===== src/rtl/brf_pkg.sv =====
package brf_pkg;

    // Default depth of the shared byte array
    localparam int FILE_DEPTH_DEF = 128;

    // Access codes
    localparam logic OP_READ  = 1'b0;
    localparam logic OP_WRITE = 1'b1;

    // Bank select codes
    localparam logic [1:0] BSEL_FOLLOW = 2'd0;
    localparam logic [1:0] BSEL_BANK0  = 2'd1;
    localparam logic [1:0] BSEL_BANK1  = 2'd2;

    // Fixed locations
    localparam logic [7:0] ADDR_INDIRECT = 8'd0;
    localparam logic [7:0] STATUS_LOC    = 8'd3;
    localparam logic [7:0] POINTER_LOC   = 8'd4;
    localparam int         BANK_BIT      = 5;

    // Bank 1 shadow addresses
    localparam logic [7:0] ADDR_OPTION = 8'd1;
    localparam logic [7:0] ADDR_TRIS_A = 8'd5;
    localparam logic [7:0] ADDR_TRIS_B = 8'd6;
    localparam logic [7:0] ADDR_EECON1 = 8'd8;
    localparam logic [7:0] ADDR_EECON2 = 8'd9;

    // Reset values
    localparam logic [7:0] STATUS_RESET = 8'd24;
    localparam logic [7:0] SHADOW_RESET = 8'd255;
    localparam logic [7:0] EECON_RESET  = 8'd0;

    typedef enum logic [2:0] {
        SH_NONE,
        SH_OPTION,
        SH_TRIS_A,
        SH_TRIS_B,
        SH_EECON1,
        SH_EECON2
    } t_shadow;

    // Decoded access target
    typedef struct packed {
        logic [7:0] addr;     // resolved address
        t_shadow    shadow;   // shadow register hit, SH_NONE otherwise
        logic       in_file;  // reaches the shared array
    } t_brf_dec;

endpackage


===== src/rtl/brf_ram.sv =====
module brf_ram #(
    parameter int WIDTH = 8,
    parameter int DEPTH = 128
) (
    input  logic                     i_clk,
    input  logic                     i_en,
    input  logic                     i_we,
    input  logic [$clog2(DEPTH)-1:0] i_addr,
    input  logic [WIDTH-1:0]         i_wdata,
    output logic [WIDTH-1:0]         o_rdata
);

    logic [WIDTH-1:0] r_mem [DEPTH];
    logic [WIDTH-1:0] r_rdata;

    always_ff @(posedge i_clk) begin
        if (i_en) begin
            if (i_we) begin
                r_mem[i_addr] <= i_wdata;
            end else begin
                r_rdata <= r_mem[i_addr];
            end
        end
    end

    assign o_rdata = r_rdata;

endmodule


===== src/rtl/brf_decode.sv =====
module brf_decode #(
    parameter int FILE_DEPTH = brf_pkg::FILE_DEPTH_DEF
) (
    input  logic [7:0]        i_address,
    input  logic [1:0]        i_bank_select,
    input  logic [7:0]        i_status,
    input  logic [7:0]        i_pointer,
    output brf_pkg::t_brf_dec o_dec
);

    import brf_pkg::*;

    logic       bank1;
    logic [7:0] addr;
    t_shadow    shadow;

    // Indirection resolves once; a zero pointer lands on location 0
    assign addr = (i_address == ADDR_INDIRECT) ? i_pointer : i_address;

    always_comb begin
        unique case (i_bank_select)
            BSEL_BANK0: bank1 = 1'b0;
            BSEL_BANK1: bank1 = 1'b1;
            default:    bank1 = i_status[BANK_BIT];
        endcase
    end

    always_comb begin
        shadow = SH_NONE;
        if (bank1) begin
            unique case (addr)
                ADDR_OPTION: shadow = SH_OPTION;
                ADDR_TRIS_A: shadow = SH_TRIS_A;
                ADDR_TRIS_B: shadow = SH_TRIS_B;
                ADDR_EECON1: shadow = SH_EECON1;
                ADDR_EECON2: shadow = SH_EECON2;
                default:     shadow = SH_NONE;
            endcase
        end
    end

    assign o_dec.addr    = addr;
    assign o_dec.shadow  = shadow;
    assign o_dec.in_file = (shadow == SH_NONE) && ({1'b0, addr} < 9'(FILE_DEPTH));

endmodule


===== src/rtl/banked_register_file.sv =====
// Banked data register file: one read or write access per transaction.
// Input channel: i_in_valid / o_in_stall with i_operation, i_address,
// i_write_data, i_bank_select. A transaction is taken on a rising edge with
// valid high and stall low.
// Output channel: o_out_valid / i_out_stall with o_read_data, o_out_of_range,
// one result per input transaction, in order.
// Each result passes through the array read stage and then the result register.
// Throughput: one access per cycle while o_in_stall is low; the address decode, shadow registers and
// the single-port array (registered read) each handle one access a cycle.
// Writes commit at the accepting edge, so the next access sees them.
// Reset (synchronous, i_rst_n low): shared array reads as zero except status
// (location 3 = 24), option and tristate shadows = 255, EEPROM controls = 0.
// No clearing pass is needed: per-entry written flags mask stale array data.
// Stalls: with i_out_stall high the result register holds; one more result
// sits in the array read stage, after which o_in_stall rises.
module banked_register_file #(
    parameter int FILE_DEPTH = brf_pkg::FILE_DEPTH_DEF
) (
    input  logic       i_clk,
    input  logic       i_rst_n,
    input  logic       i_in_valid,
    output logic       o_in_stall,
    input  logic       i_operation,
    input  logic [7:0] i_address,
    input  logic [7:0] i_write_data,
    input  logic [1:0] i_bank_select,
    output logic       o_out_valid,
    input  logic       i_out_stall,
    output logic [7:0] o_read_data,
    output logic       o_out_of_range
);

    import brf_pkg::*;

    localparam int AW = $clog2(FILE_DEPTH);

    // Locations 3 and 4 are mirrored in registers: decode needs them every cycle
    logic [7:0] r_status, n_status;
    logic [7:0] r_pointer, n_pointer;

    // Bank 1 shadow registers
    logic [7:0] r_option, n_option;
    logic [7:0] r_tris_a, n_tris_a;
    logic [7:0] r_tris_b, n_tris_b;
    logic [7:0] r_eecon1, n_eecon1;
    logic [7:0] r_eecon2, n_eecon2;

    // One flag per array entry; unwritten entries read as zero
    logic [FILE_DEPTH-1:0] r_written, n_written;

    // Array read stage
    logic       r_s1_vld, n_s1_vld;
    logic       r_s1_use_ram, n_s1_use_ram;
    logic [7:0] r_s1_byte, n_s1_byte;
    logic       r_s1_oor, n_s1_oor;

    // Result register
    logic       r_out_vld, n_out_vld;
    logic [7:0] r_out_data, n_out_data;
    logic       r_out_oor, n_out_oor;

    t_brf_dec   dec;
    logic       acc;
    logic       is_wr;
    logic       out_free;
    logic       s1_move;
    logic       ram_en;
    logic [7:0] ram_rdata;
    logic       hit_status;
    logic       hit_pointer;
    logic       entry_written;

    brf_decode #(
        .FILE_DEPTH(FILE_DEPTH)
    ) u_decode (
        .i_address    (i_address),
        .i_bank_select(i_bank_select),
        .i_status     (r_status),
        .i_pointer    (r_pointer),
        .o_dec        (dec)
    );

    brf_ram #(
        .WIDTH(8),
        .DEPTH(FILE_DEPTH)
    ) u_ram (
        .i_clk  (i_clk),
        .i_en   (ram_en),
        .i_we   (is_wr),
        .i_addr (dec.addr[AW-1:0]),
        .i_wdata(i_write_data),
        .o_rdata(ram_rdata)
    );

    // Handshake: the read stage drains whenever the result register is free
    assign out_free   = !r_out_vld || !i_out_stall;
    assign s1_move    = r_s1_vld && out_free;
    assign o_in_stall = r_s1_vld && !out_free;
    assign acc        = i_in_valid && !o_in_stall;
    assign is_wr      = (i_operation == OP_WRITE);
    assign ram_en     = acc && dec.in_file;

    assign hit_status    = dec.in_file && (dec.addr == STATUS_LOC);
    assign hit_pointer   = dec.in_file && (dec.addr == POINTER_LOC);
    assign entry_written = r_written[dec.addr[AW-1:0]];

    // Register updates on write transactions
    always_comb begin
        n_status  = r_status;
        n_pointer = r_pointer;
        n_option  = r_option;
        n_tris_a  = r_tris_a;
        n_tris_b  = r_tris_b;
        n_eecon1  = r_eecon1;
        n_eecon2  = r_eecon2;
        n_written = r_written;
        if (acc && is_wr) begin
            unique case (dec.shadow)
                SH_OPTION: n_option = i_write_data;
                SH_TRIS_A: n_tris_a = i_write_data;
                SH_TRIS_B: n_tris_b = i_write_data;
                SH_EECON1: n_eecon1 = i_write_data;
                SH_EECON2: n_eecon2 = i_write_data;
                default: begin
                    // out-of-range writes fall through with no effect
                    if (dec.in_file) begin
                        n_written[dec.addr[AW-1:0]] = 1'b1;
                    end
                    if (hit_status) begin
                        n_status = i_write_data;
                    end
                    if (hit_pointer) begin
                        n_pointer = i_write_data;
                    end
                end
            endcase
        end
    end

    // Read stage capture: register-held bytes are taken now, array data is taken
    // from the RAM's read register, which is loaded alongside this stage
    always_comb begin
        n_s1_vld     = acc || (r_s1_vld && !s1_move);
        n_s1_use_ram = r_s1_use_ram;
        n_s1_byte    = r_s1_byte;
        n_s1_oor     = r_s1_oor;
        if (acc) begin
            n_s1_oor     = (dec.shadow == SH_NONE) && !dec.in_file;
            n_s1_use_ram = 1'b0;
            n_s1_byte    = 8'd0;
            if (!is_wr) begin
                unique case (dec.shadow)
                    SH_OPTION: n_s1_byte = r_option;
                    SH_TRIS_A: n_s1_byte = r_tris_a;
                    SH_TRIS_B: n_s1_byte = r_tris_b;
                    SH_EECON1: n_s1_byte = r_eecon1;
                    SH_EECON2: n_s1_byte = r_eecon2;
                    default: begin
                        if (hit_status) begin
                            n_s1_byte = r_status;
                        end else if (hit_pointer) begin
                            n_s1_byte = r_pointer;
                        end else begin
                            n_s1_use_ram = dec.in_file && entry_written;
                        end
                    end
                endcase
            end
        end
    end

    // Result register
    always_comb begin
        n_out_vld  = s1_move || (r_out_vld && i_out_stall);
        n_out_data = r_out_data;
        n_out_oor  = r_out_oor;
        if (s1_move) begin
            n_out_data = r_s1_use_ram ? ram_rdata : r_s1_byte;
            n_out_oor  = r_s1_oor;
        end
    end

    always_ff @(posedge i_clk) begin
        if (!i_rst_n) begin
            r_status  <= STATUS_RESET;
            r_pointer <= 8'd0;
            r_option  <= SHADOW_RESET;
            r_tris_a  <= SHADOW_RESET;
            r_tris_b  <= SHADOW_RESET;
            r_eecon1  <= EECON_RESET;
            r_eecon2  <= EECON_RESET;
            r_written <= '0;
            r_s1_vld  <= 1'b0;
            r_out_vld <= 1'b0;
        end else begin
            r_status  <= n_status;
            r_pointer <= n_pointer;
            r_option  <= n_option;
            r_tris_a  <= n_tris_a;
            r_tris_b  <= n_tris_b;
            r_eecon1  <= n_eecon1;
            r_eecon2  <= n_eecon2;
            r_written <= n_written;
            r_s1_vld  <= n_s1_vld;
            r_out_vld <= n_out_vld;
        end
    end

    // Payload registers, no reset
    always_ff @(posedge i_clk) begin
        r_s1_use_ram <= n_s1_use_ram;
        r_s1_byte    <= n_s1_byte;
        r_s1_oor     <= n_s1_oor;
        r_out_data   <= n_out_data;
        r_out_oor    <= n_out_oor;
    end

    assign o_out_valid    = r_out_vld;
    assign o_read_data    = r_out_data;
    assign o_out_of_range = r_out_oor;

endmodule

===== config.mk =====
export PLATFORM = sky130hd
export DESIGN_NAME = banked_register_file
export DESIGN_NICKNAME = d
export VERILOG_FILES = /design/src/rtl/brf_pkg.sv /design/src/rtl/brf_ram.sv /design/src/rtl/brf_decode.sv /design/src/rtl/banked_register_file.sv
export SDC_FILE = /design/constraint.sdc
export NUM_CORES = 1
export LEC_CHECK = 0
export BUFFER_PORTS_ARGS = -buffer_cell sky130_fd_sc_hd__buf_2
export CELL_PAD_IN_SITES_DETAIL_PLACEMENT = 0
export CELL_PAD_IN_SITES_GLOBAL_PLACEMENT = 1
export CORE_ASPECT_RATIO = 0.8
export CORE_MARGIN = 2
export CORE_UTILIZATION = 23
export DETAILED_ROUTE_END_ITERATION = 10
export PLACE_DENSITY = 0.39
export REMOVE_ABC_BUFFERS = 1
export SLEW_MARGIN = 10
export SYNTH_ARGS = -nofsm -noshare
export SYNTH_HDL_FRONTEND = slang
export SYNTH_SLANG_ARGS = --single-unit

===== constraint.sdc =====
create_clock -name i_clk -period 4.8 [get_ports i_clk]
set_input_delay 0.24 -clock i_clk [delete_from_list [all_inputs] [get_ports i_clk]]
set_output_delay 0.24 -clock i_clk [all_outputs]
set_load 0.05 [all_outputs]

Yosys cells after proc, flatten, opt, wreduce, memory -nomap -nowiden
Memory sizes are Yosys's and may differ from the RTL's. A register that Yosys moved wholly into a read port is not among the register bits. Index checks and enable logic that the tools add are counted. Widths: inputs -> output; s select.

Logic and storage cells: 86. Memory bits (writable): 1024. Output and inout bits: 11. Input bits: 23. Flip-flop bits (word level): 205. Memories: 1.

Memories: u_ram.r_mem (depth 128, bits a word 8, rd ports 1, clocked after Yosys merged registers in 1, write ports 1, RTL line brf_ram.sv:13) `logic [WIDTH-1:0] r_mem [DEPTH];`.

Mux-type cells: 15. Reduce and logical (&&, ||, !) cells: 35. Magnitude comparators: 3. Bitwise operators: 3. Equal/unequal tests: 14.

Operators with widths (number): $or 128x128->128 (1); $pmux 8 s5 (1); $mux 8 (4); $eq 8x3->1 const B (3); $eq 8x4->1 const B (2); $pmux 3 s5 (1); $logic_and 1x1->1 (13); $reduce_and 2->1 (6); $reduce_and 3->1 (3); $eq 8x1->1 const B (1); $eq 8x2->1 const B (1); $logic_not 8->1 (1); $lt 7x8->1 const B (1); $lt 8x8->1 const B (1); $reduce_or 8->1 (1); $bmux 1 s7 (1); $demux 1 s7 (1); $ge 7x1->1 const B (1); $eq 3x2->1 const B (2); $eq 3x3->1 const B (2); $logic_not 1->1 (6); $mux 1 (5); $reduce_or 5->1 (1); $eq 3x1->1 const B (1); other kinds (7) (10).

Depth between registers and ports, before layout
Gate-level depths: netlist (run 1).

Depth after elaboration: 11. Gate-level depth with buffers: 15. Gate-level depth less buffers: 8.

Hierarchy
From an unflattened synthesis (run 1), not the netlist that was laid out.

Cells, all modules: 3474. Area total of the unflattened synthesis: 49900.4 sq um.

Modules (own cells, without submodules): brf_ram (times used 1, area an instance 40537.6 sq um, cells each 2468); banked_register_file (times used 1, area an instance 8997.4 sq um, cells each 961); brf_decode (times used 1, area an instance 365.4 sq um, cells each 45).

Least setup slack after synthesis (run 1)
No wires, ideal clock.

Path kind: register to register. Start: register r_out_vld, in the netlist o_out_valid. End: memory u_ram.r_mem[19][0] (enable). Period minus slack after synthesis: 4027 ps. Path slack: 773 ps. Data arrival time: 3629 ps. Stages on the path, launching flop included: 7. Buffers on the path: 0. Cell sequence: dfxtp_1 -> and3_1 -> nor2b_1 -> nand2_1 -> a211oi_4 -> nand2_2 -> nor4_1.

Cells in the longest elaborated chain, start to end: 9.

Ends and longest elaborated chain: start, declared (RTL line banked_register_file.sv:58) `logic r_out_vld, n_out_vld;`; start signal, assigned (RTL line banked_register_file.sv:205) `r_out_vld <= n_out_vld;`; $logic_not 1->1 (RTL line banked_register_file.sv:96) `assign out_free = !r_out_vld || !i_out_stall;`; $logic_or 1x1->1 (RTL line banked_register_file.sv:96); $logic_not 1->1 (RTL line banked_register_file.sv:98) `assign o_in_stall = r_s1_vld && !out_free;`; $logic_and 1x1->1 (RTL line banked_register_file.sv:98); via o_in_stall (RTL line banked_register_file.sv:22) `output logic o_in_stall,`; $logic_not 1->1 (RTL line banked_register_file.sv:99) `assign acc = i_in_valid && !o_in_stall;`; $logic_and 1x1->1 (RTL line banked_register_file.sv:99); via acc (RTL line banked_register_file.sv:63) `logic acc;`; $logic_and 1x1->1 (RTL line banked_register_file.sv:101) `assign ram_en = acc && dec.in_file;`; $mux 1 (RTL line brf_ram.sv:17) `if (i_en) begin`; $mux 1 (not written as such) (RTL line brf_ram.sv:19) `r_mem[i_addr] <= i_wdata;`; end, declared (RTL line brf_ram.sv:13).

The timed path passes the listed nets, and every way through them passes these cells.

Worst setup path after layout (run 1)
Start: register r_pointer[0]. End: register r_s1_use_ram, data pin.

Cells in the longest elaborated chain, start to end: 8. Elaborated cells between the ends (all ways): 24.

Ends and longest elaborated chain: start, declared (RTL line banked_register_file.sv:39) `logic [7:0] r_pointer, n_pointer;`; start signal, assigned (RTL line banked_register_file.sv:197) `r_pointer <= n_pointer;`; $mux 8 (*) (RTL line brf_decode.sv:18) `assign addr = (i_address == ADDR_INDIRECT) ? i_pointer : i_address;`; $eq 8x4->1 (tied with other cells) (RTL line brf_decode.sv:31) `unique case (addr)`; $pmux 3 s5 (RTL line brf_decode.sv:31); $mux 3 (RTL line brf_decode.sv:30) `if (bank1) begin`; $logic_not 3->1 (RTL line brf_decode.sv:44) `assign o_dec.in_file = (shadow == SH_NONE) && ({1'b0, addr} < 9'(FILE_DEPTH));`; $logic_and 1x1->1 (RTL line brf_decode.sv:44); $logic_and 1x1->1, on equally long branches (RTL line banked_register_file.sv:103, banked_register_file.sv:104); $reduce_or 8->1 (no source line); end signal, assigned (RTL line banked_register_file.sv:211) `r_s1_use_ram <= n_s1_use_ram;`; end, declared (RTL line banked_register_file.sv:53) `logic r_s1_use_ram, n_s1_use_ram;`.

Mark *: on every way between the ends. The rest lies on a longest branch, timed or not. The select of a mux whose other input is x is not followed. A chain may end at the register's enable or synchronous reset.

==> Flow_metrics.wiki, run 1 <==
{| class="wikitable"
! Metric !! Value
|-
| Site Rows || 151
|-
| Number of max-slew violations in the final report || 0
|-
| Part of the power in combinational logic || 0.063
|-
| CP Launch Type || flip-flop
|-
| Leakage Power || 19.5 nW
|-
| Number of port buffers || 33
|-
| DIE HEIGHT || 418 um
|-
| Placer Congestion || 0.804
|-
| Sequential share of power || 0.493
|-
| Number of levels in the clock H-tree || 4
|-
| Cell taking the most area after synthesis || edfxtp_1
|-
| Final setup fails || 0
|-
| Combined area of the multi-input logic cells || 0.0129 sq mm
|-
| Synth Register Bits || 1,237
|-
| Vias per cell || 4.68
|-
| Clock network fraction of design power || 0.443
|-
| Final hold violations || 0
|-
| Boundary Pins || 34
|-
| Worst Hold Endpoint || u_ram.r_mem[93][4]
|-
| Unrepaired setup endpoints after global routing || no
|-
| Global-route wire length before repair || 273 mm
|-
| Fraction of final layout cells with drive strength greater than 1 || 0.159
|-
| Post-synth EDFFs || 1,051
|-
| Share of flip-flops with an asynchronous set or reset || 0
|-
| Final total negative setup slack || 0 ns
|-
| First DRT Iteration DRCs || 3,007
|-
| Max-cap violations || 0
|-
| Sw Ratio || 0.243
|-
| Clock Tree Root || clkbuf_16
|-
| Most instantiated flip-flop cell in the synthesis netlist || edfxtp_1
|-
| Final-layout worst hold slack || 0.0392 ns
|-
| Total power after layout || 0.0237 W
|-
| Portion of the clock cycle consumed by the worst path in the final layout || 0.927
|-
| Worst ir drop on vdd || 369 uV
|-
| Post-Synthesis Cells || 3,679
|-
| Area used by sequential logic in the layout || 0.0353 sq mm
|-
| TritonCTS clock tree || built
|-
| Path class of the lowest-slack min-delay path || input port to flip-flop
|-
| Die footprint || 0.218 sq mm
|-
| Die Width || 521 um
|-
| Pre-CTS setup slack || -0.0392 ns
|-
| Power spent charging and discharging nets || 0.00576 W
|-
| Via count || 32.3k
|-
| Commonest non-fill, non-tap cell in the layout || edfxtp_1
|-
| DRC || 0
|-
| Arrival @ worst endpoint || 5.06 ns
|-
| Total standard cell area after synthesis || 0.0493 sq mm
|-
| Worst path required time || 5.41 ns
|-
| Worst-case clock skew || 0.0236 ns
|-
| Power density normalized to cell area || 400 mW/mm^2
|-
| Starting density of the core || 0.232
|-
| Synthesis Warnings || 0
|-
| Hold path start || i_write_data[4]
|-
| Number of stages on the worst hold path || 1
|-
| Internal Power || 0.0179 W
|-
| Core ar. || 0.212 sq mm
|-
| Final HPWL from detailed placement || 129 mm
|-
| Max transition margin || 0.237
|-
| Drt total wl || 199 mm
|-
| TritonCTS sink count || 1,237
|-
| Via count of the first global-routing pass || 30.9k
|-
| GRT Util Overall || 0.180
|-
| FMAX || 0.225 GHz
|-
| Top cell type's share of synthesized area || 0.641
|-
| Sequential element share of the synthesized area || 0.716
|-
| Worst-margin pin slew || 1.14 ns
|-
| Number of antenna violations at the first check in global routing || 19
|-
| Final period demand of the worst path || 4.45 ns
|-
| Peak fanout along the critical path || 70
|-
| Syn_area_per_cell || 13.4 sq um
|-
| Count of distinct cell types in the synthesized netlist || 71
|-
| Critical path class || flip-flop to flip-flop
|-
| Layout fillers || 21.9k
|-
| Clock slew seen by the registers of the worst setup and hold paths || 0.06 ns
|-
| Area growth from synthesis to final layout || 20.2%
|-
| Area contributors post-synth || edfxtp_1, dfxtp_1, nand2_1
|-
| Endpoint of the worst register-to-register path || r_s1_use_ram
|-
| Worst Reg2Reg Path Length in Cells || 12
|-
| Pin count of the biggest net entering global routing || 147
|-
| Detail Route Antenna Nets || 0
|-
| DR WL/cell || 28.8 um
|-
| Worst Setup End Kind || flip-flop
|-
| Num CTS Buffers || 143
|-
| Reg2reg setup slack || 0.35 ns
|-
| Crit Reg-Reg Startpoint || r_pointer[0]
|-
| First drt pass iteration count || 5
|-
| Post-CTS setup buffers || 0
|-
| Post-layout nets || 3,972
|-
| Clk_lat worst skew || 0.79 ns
|-
| Leading cell types in the layout, fill and taps excluded || edfxtp_1, nand2_1, nand3_1
|-
| Outcome || finished, final reports clean
|-
| Clk buf depth || 3
|-
| Remaining global-route overflow || 0
|-
| Final worst setup slack || 0.353 ns
|}
==> worst max path at each step <==
stage | startpoint | endpoint | slack, ns | cells after the start
2_1_floorplan | i_address[6] | u_ram.r_mem[12][0] | -6.53 | 4
3_3_place_gp | i_address[5] | r_s1_use_ram | -0.04 | 13
3_5_place_dp | i_address[5] | r_s1_use_ram | -0.04 | 13
4_1_cts | r_pointer[0] | r_s1_use_ram | 0.04 | 12
5_1_grt | r_pointer[0] | r_s1_use_ram | 0.19 | 12
6_report | r_pointer[0] | r_s1_use_ram | 0.35 | 12
==> per-layer routing <==
layer | vias up | part of all wire | global-route usage
li1 | 14350 | - | -
met1 | 16964 | 0.52 | 0.280
met2 | 796 | 0.42 | 0.260
met3 | 161 | 0.048 | 0.0313
met4 | 2 | 0.013 | 0.0280
met5 | - | 0.000065 | 0
==> final cells by class <==
cell class / count / area share
Timing Repair Buffer: 360 / 0.0503
Tap cell: 2830 / 0.0598
Inverter: 22 / 0.00139
Clock buffer: 218 / 0.0690
Multi-Input combinational cell: 2184 / 0.219
Clock inverter: 46 / 0.00517
Antenna cell: 5 / 0.000211
Sequential cell: 1237 / 0.596
==> metrics by stage <==
| stage | cells | util | cell area [sq um] |
|---|---|---|---|
| final | 6902 | 0.279 | 59200 |
| after global routing | 6899 | 0.279 | 59200 |
| after CTS | 6897 | 0.279 | 59200 |
| after detailed placement | 6622 | 0.258 | 54700 |
| after global placement | 6621 | 0.258 | 54700 |
| after floorplan | 3443 | - | 48200 |
==> cell families after synthesis <==
family	count (synthesis)	share of synthesized area
DFF	1237	0.716
adders and majority gates	1	0.000254
muxes	203	0.0508
buffers and inverters	258	0.0239
and+or+nand+nor	1500	0.135
AOI/OAI and AO/OA	480	0.0737
==> registers in the layout (all words and copies together), names as in the netlist, 8 cells and up <==
name,count
o_read_data,8
r_s1_byte,8
u_ram.o_rdata,8
r_tris_b,8
r_pointer,8
u_ram.r_mem,1024
r_written,128
r_option,8
r_eecon2,8
r_status,8
r_tris_a,8
r_eecon1,8
==> power by group through the flow <==
stage / combinational (W) / sequential, W / clock [W]
final: 0.00150 / 0.0117 / 0.0105
after global routing: 0.00159 / 0.0117 / 0.0112
after CTS: 0.00152 / 0.0117 / 0.0108
after detailed placement: 0.00151 / 0.0119 / 0
after global placement: 0.00152 / 0.0119 / 0
after floorplan: 0.000668 / 0.0119 / 0
==> timing repair <==
action                                  CTS  global route
endpoints found under the hold margin   234             0
gates resized for setup                   0             1
hold buffers                             11             0
endpoints found under the setup margin    0             1
==> worst max-delay path, cell delays in order, from the launching register on <==
cell      delay, ns
dfxtp_1        0.34
nor4b_4        0.14
buf_4          0.23
a21oi_4        0.71
buf_4          0.28
buf_12         0.29
a21oi_1        0.16
a221oi_1       0.35
a32oi_1        0.42
nor4_2         0.80
buf_4          0.25
a32oi_1        0.06
a31oi_1        0.21
==> synth_stat cells (all sizes together), types with 40 or more instances <==
cell / count
a31oi: 89
nand2: 869
a32oi: 40
nand4: 75
dfxtp: 186
buf: 150
edfxtp: 1051
clkbuf: 86
nor2: 143
a21oi: 43
nand3: 312
mux2i: 151
o21a: 129
Power figures use the tool's default switching activity.
==> inputs of run 2 (changes only) <==
--- a/config.mk
+++ b/config.mk
@@ -17,4 +17,5 @@
 export SLEW_MARGIN = 10
 export SYNTH_ARGS = -nofsm -noshare
 export SYNTH_HDL_FRONTEND = slang
+export SYNTH_HIERARCHICAL = 1
 export SYNTH_SLANG_ARGS = --single-unit
==> run 2 against run 1 <==
  * Synthesized area grew 1.3%
  * Non-clock buffer count is 70 higher
  * Sequential share of layout area shrank 1.2 points
  * Die area grew 1.3%
  * Worst setup slack got worse by 0.27 ns
  * Utilization rose by 0.20 points
  * Combinational power up 7%
  * Largest cell class unchanged
  * Critical endpoint is now u_ram/o_rdata[1]
  * Total power is 1.0% higher
  * Flip-flop and latch count did not move
  * Clock power is essentially flat
==> Flow_metrics.wiki, run 2 <==
{| class="wikitable"
! Metric !! Value
|-
| Finished Core Util || 0.281 (+0.00199)
|-
| Remaining global-route overflow || 0 (unchanged)
|-
| Area contributors post-synth || edfxtp_1, dfxtp_1, mux2i_1
|-
| Leakage Power || 19.7 nW (+1.3%)
|-
| Final setup fails || 0 (unchanged)
|-
| Max-cap violations || 0 (unchanged)
|-
| Global-route wire length before repair || 279 mm (+2.2%)
|-
| Num CTS Buffers || 143 (unchanged)
|-
| Cell taking the most area after synthesis || edfxtp_1
|-
| Arrival @ worst endpoint || 5.17 ns (+0.11 ns)
|-
| Die Width || 525 um (+0.64%)
|-
| Via count || 32.6k (+1.1%)
|-
| Outcome || finished, final reports clean
|-
| Combined area of the multi-input logic cells || 0.0133 sq mm (+3.0%)
|-
| Placer Congestion || 0.809 (+0.73%)
|-
| Core ar. || 0.215 sq mm (+1.3%)
|-
| Peak fanout along the critical path || 34 (-51%)
|-
| CP Launch Type || flip-flop
|-
| Launch point of the worst path || r_pointer[1]
|-
| Final hold violations || 0 (unchanged)
|-
| Number of max-slew violations in the final report || 0 (unchanged)
|-
| Sequential element share of the synthesized area || 0.707 (-0.00910)
|-
| Post-layout instance area || 0.0604 sq mm (+2.0%)
|-
| DR WL/cell || 29.8 um (+3.4%)
|-
| Layout fillers || 21.8k (-0.46%)
|-
| Area growth from synthesis to final layout || 21.1%
|-
| Leading registers by flop count || u_ram/r_mem (1024), r_written (128)
|-
| Crit Reg-Reg Startpoint || r_pointer[1]
|-
| First DRT Iteration DRCs || 2,604 (-13%)
|-
| Via count of the first global-routing pass || 32.3k (+4.8%)
|-
| Clock slew seen by the registers of the worst setup and hold paths || 0.07 ns (about the same)
|-
| GRT Util Overall || 0.179 (about the same)
|-
| Worst Setup End Kind || flip-flop
|-
| First drt pass iteration count || 5 (unchanged)
|-
| Clk buf depth || 3 (unchanged)
|-
| Pin count of the biggest net entering global routing || 87 (-41%)
|-
| TritonCTS clock tree || built
|-
| Cell area after placement || 0.0559 sq mm (+2.1%)
|-
| Boundary Pins || 34 (unchanged)
|-
| DRC || 0 (unchanged)
|-
| Final HPWL from detailed placement || 132 mm (+2.4%)
|-
| Portion of the clock cycle consumed by the worst path in the final layout || 0.982 (+0.0559)
|-
| FMAX || 0.212 GHz (-5.7%)
|-
| Die footprint || 0.221 sq mm (+1.3%)
|-
| Hold path start || i_write_data[1]
|-
| Post-synth EDFFs || 1,051 (unchanged)
|-
| Final period demand of the worst path || 4.72 ns (+0.268 ns)
|-
| Max transition margin || 0.196 (-0.0412)
|-
| Top cell type's share of synthesized area || 0.632 (-0.00814)
|-
| Power density normalized to cell area || 396 mW/mm^2 (-0.97%)
|-
| Total power after layout || 0.0239 W (+1.0%)
|-
| Fraction of final layout cells with drive strength greater than 1 || 0.185 (+0.0257)
|-
| Largest register FFs || 1,024 (unchanged)
|-
| Post-layout nets || 3,816 (-3.9%)
|-
| Commonest non-fill, non-tap cell in the layout || edfxtp_1
|-
| Worst path required time || 5.26 ns (-0.15 ns)
|-
| Post-Synthesis Cells || 3,474 (-5.6%)
|-
| Syn_area_per_cell || 14.4 sq um (+7.3%)
|-
| Worst-case clock skew || 0.0361 ns (+0.0124 ns)
|-
| Clock Tree Root || clkbuf_16
|-
| Critical path class || flip-flop to flip-flop
|-
| Most common cell in the synthesized netlist || edfxtp_1
|-
| Final total negative setup slack || 0 ns (unchanged)
|-
| Site Rows || 152 (+0.66%)
|-
| Share of flip-flops with an asynchronous set or reset || 0 (unchanged)
|-
| Total standard cell area after synthesis || 0.0499 sq mm (+1.3%)
|-
| Cell types with the highest counts after synthesis || edfxtp_1, nor2_1, mux2i_1
|-
| Number of port buffers || 33 (unchanged)
|-
| Synthesis Warnings || 6 (+6)
|-
| Count of distinct cell types in the synthesized netlist || 96 (+35%)
|-
| Starting density of the core || 0.232 (about the same)
|-
| Register bank with the most flops || u_ram/r_mem
|-
| Number of levels in the clock H-tree || 4 (unchanged)
|-
| Synth Register Bits || 1,237 (unchanged)
|-
| Number of antenna violations at the first check in global routing || 9 (-10)
|-
| Vias per cell || 4.83 (+3.2%)
|-
| Worst ir drop on vdd || 234 uV (-37%)
|-
| Unrepaired setup endpoints after global routing || no
|-
| Leading cell types in the layout, fill and taps excluded || edfxtp_1, buf_4, nor2_1
|-
| DIE HEIGHT || 421 um (+0.64%)
|-
| Worst-margin pin slew || 1.20 ns (+0.0664 ns)
|-
| TritonCTS sink count || 1,237 (unchanged)
|-
| Drt total wl || 201 mm (+1.3%)
|-
| Detail Route Antenna Nets || 0 (unchanged)
|-
| Clk_lat worst skew || 0.79 ns (about the same)
|-
| Most instantiated flip-flop cell in the synthesis netlist || edfxtp_1
|-
| Path class of the lowest-slack min-delay path || input port to flip-flop
|-
| Area used by sequential logic in the layout || 0.0353 sq mm (unchanged)
|}
==> run 2: changes by cell type after synthesis, sizes merged, moves of 82 or more <==
cell / previous run / this run
nand3: 312 / 35
nor2b: 34 / 116
nor2: 143 / 274
o22ai: 3 / 117
nand2: 869 / 179
a221oi: 28 / 154
mux2i: 151 / 233
a22oi: 13 / 101
a21oi: 43 / 167
==> run 2: cells by family (layout without fill, tap and decap cells) <==
kind of cell             count (synthesis)  after routing  share of synthesized area
XOR/XNOR                                 1              1                   0.000176
flip-flops                            1237           1237                      0.707
multiplexers                           271            271                     0.0567
AO/OA/AOI/OAI                          948            948                      0.136
other                                    0              3                          0
adder cells (fa/ha/maj)                  1              1                   0.000251
buffers and inverters                  285            718                     0.0275
AND/OR/NAND/NOR                        731            731                     0.0721
==> run 2: worst paths after layout <==
kind / end / slack [ns] / cells past startpoint
setup reg to reg: u_ram/o_rdata[1] / 0.08 / 10
hold reg to reg: o_out_of_range / 0.43 / 0
setup / recovery: u_ram/o_rdata[1] / 0.08 / 10
hold / removal: u_ram/r_mem[69][1] / 0.03 / 1
==> run 2: worst max-delay path, cell delays in order, from the launching register on <==
cell,delay (ns)
dfxtp_1,0.34
nor4b_1,0.15
a21oi_1,0.53
inv_8,0.29
inv_4,0.60
buf_4,0.35
a21oi_1,0.08
o311a_1,0.55
a211o_1,0.32
nor4b_1,0.85
nand4_1,0.24
==> run 2: cell type report <==
type,instances,area share
Antenna cell,3,0.000124
Timing Repair Buffer,430,0.0604
Clock buffer,189,0.0650
Inverter,28,0.00190
Tap cell,2849,0.0590
Sequential cell,1237,0.584
Multi-Input combinational cell,1952,0.221
Clock inverter,71,0.00907
==> run 2: routing by layer <==
layer | up-vias | share of wire | wire, um | GRT usage
li1 | 14296 | - | - | -
met1 | 17394 | 0.51 | 103000 | 0.273
met2 | 770 | 0.43 | 86500 | 0.268
met3 | 171 | 0.044 | 8820 | 0.0272
met4 | 0 | 0.014 | 2850 | 0.0312
met5 | - | 0 | 0 | 0
==> run 2: what timing repair did <==
| action | CTS | global route |
|---|---|---|
| buffers inserted | 0 | 0 |
| endpoints found under the hold margin | 204 | 0 |
| resized for setup | 0 | 0 |
| endpoints found under the setup margin | 0 | 0 |
| hold buffers | 9 | 0 |
==> run 2: through the flow <==
step,cells,hold slack [ns],setup slack [ns]
after CTS,6756,0.0161,0.216
after floorplan,3217,0.302,-6.32
final,6759,0.0262,0.0843
after global placement,6487,0.420,-0.252
after detailed placement,6487,0.416,-0.222
after global routing,6757,0.0282,0.151
==> run 2: power by group <==
| group | switching, W | internal [W] |
|---|---|---|
| Sequential | 0.0000137 | 0.0117 |
| Combinational | 0.00114 | 0.000459 |
| Clock | 0.00461 | 0.00604 |
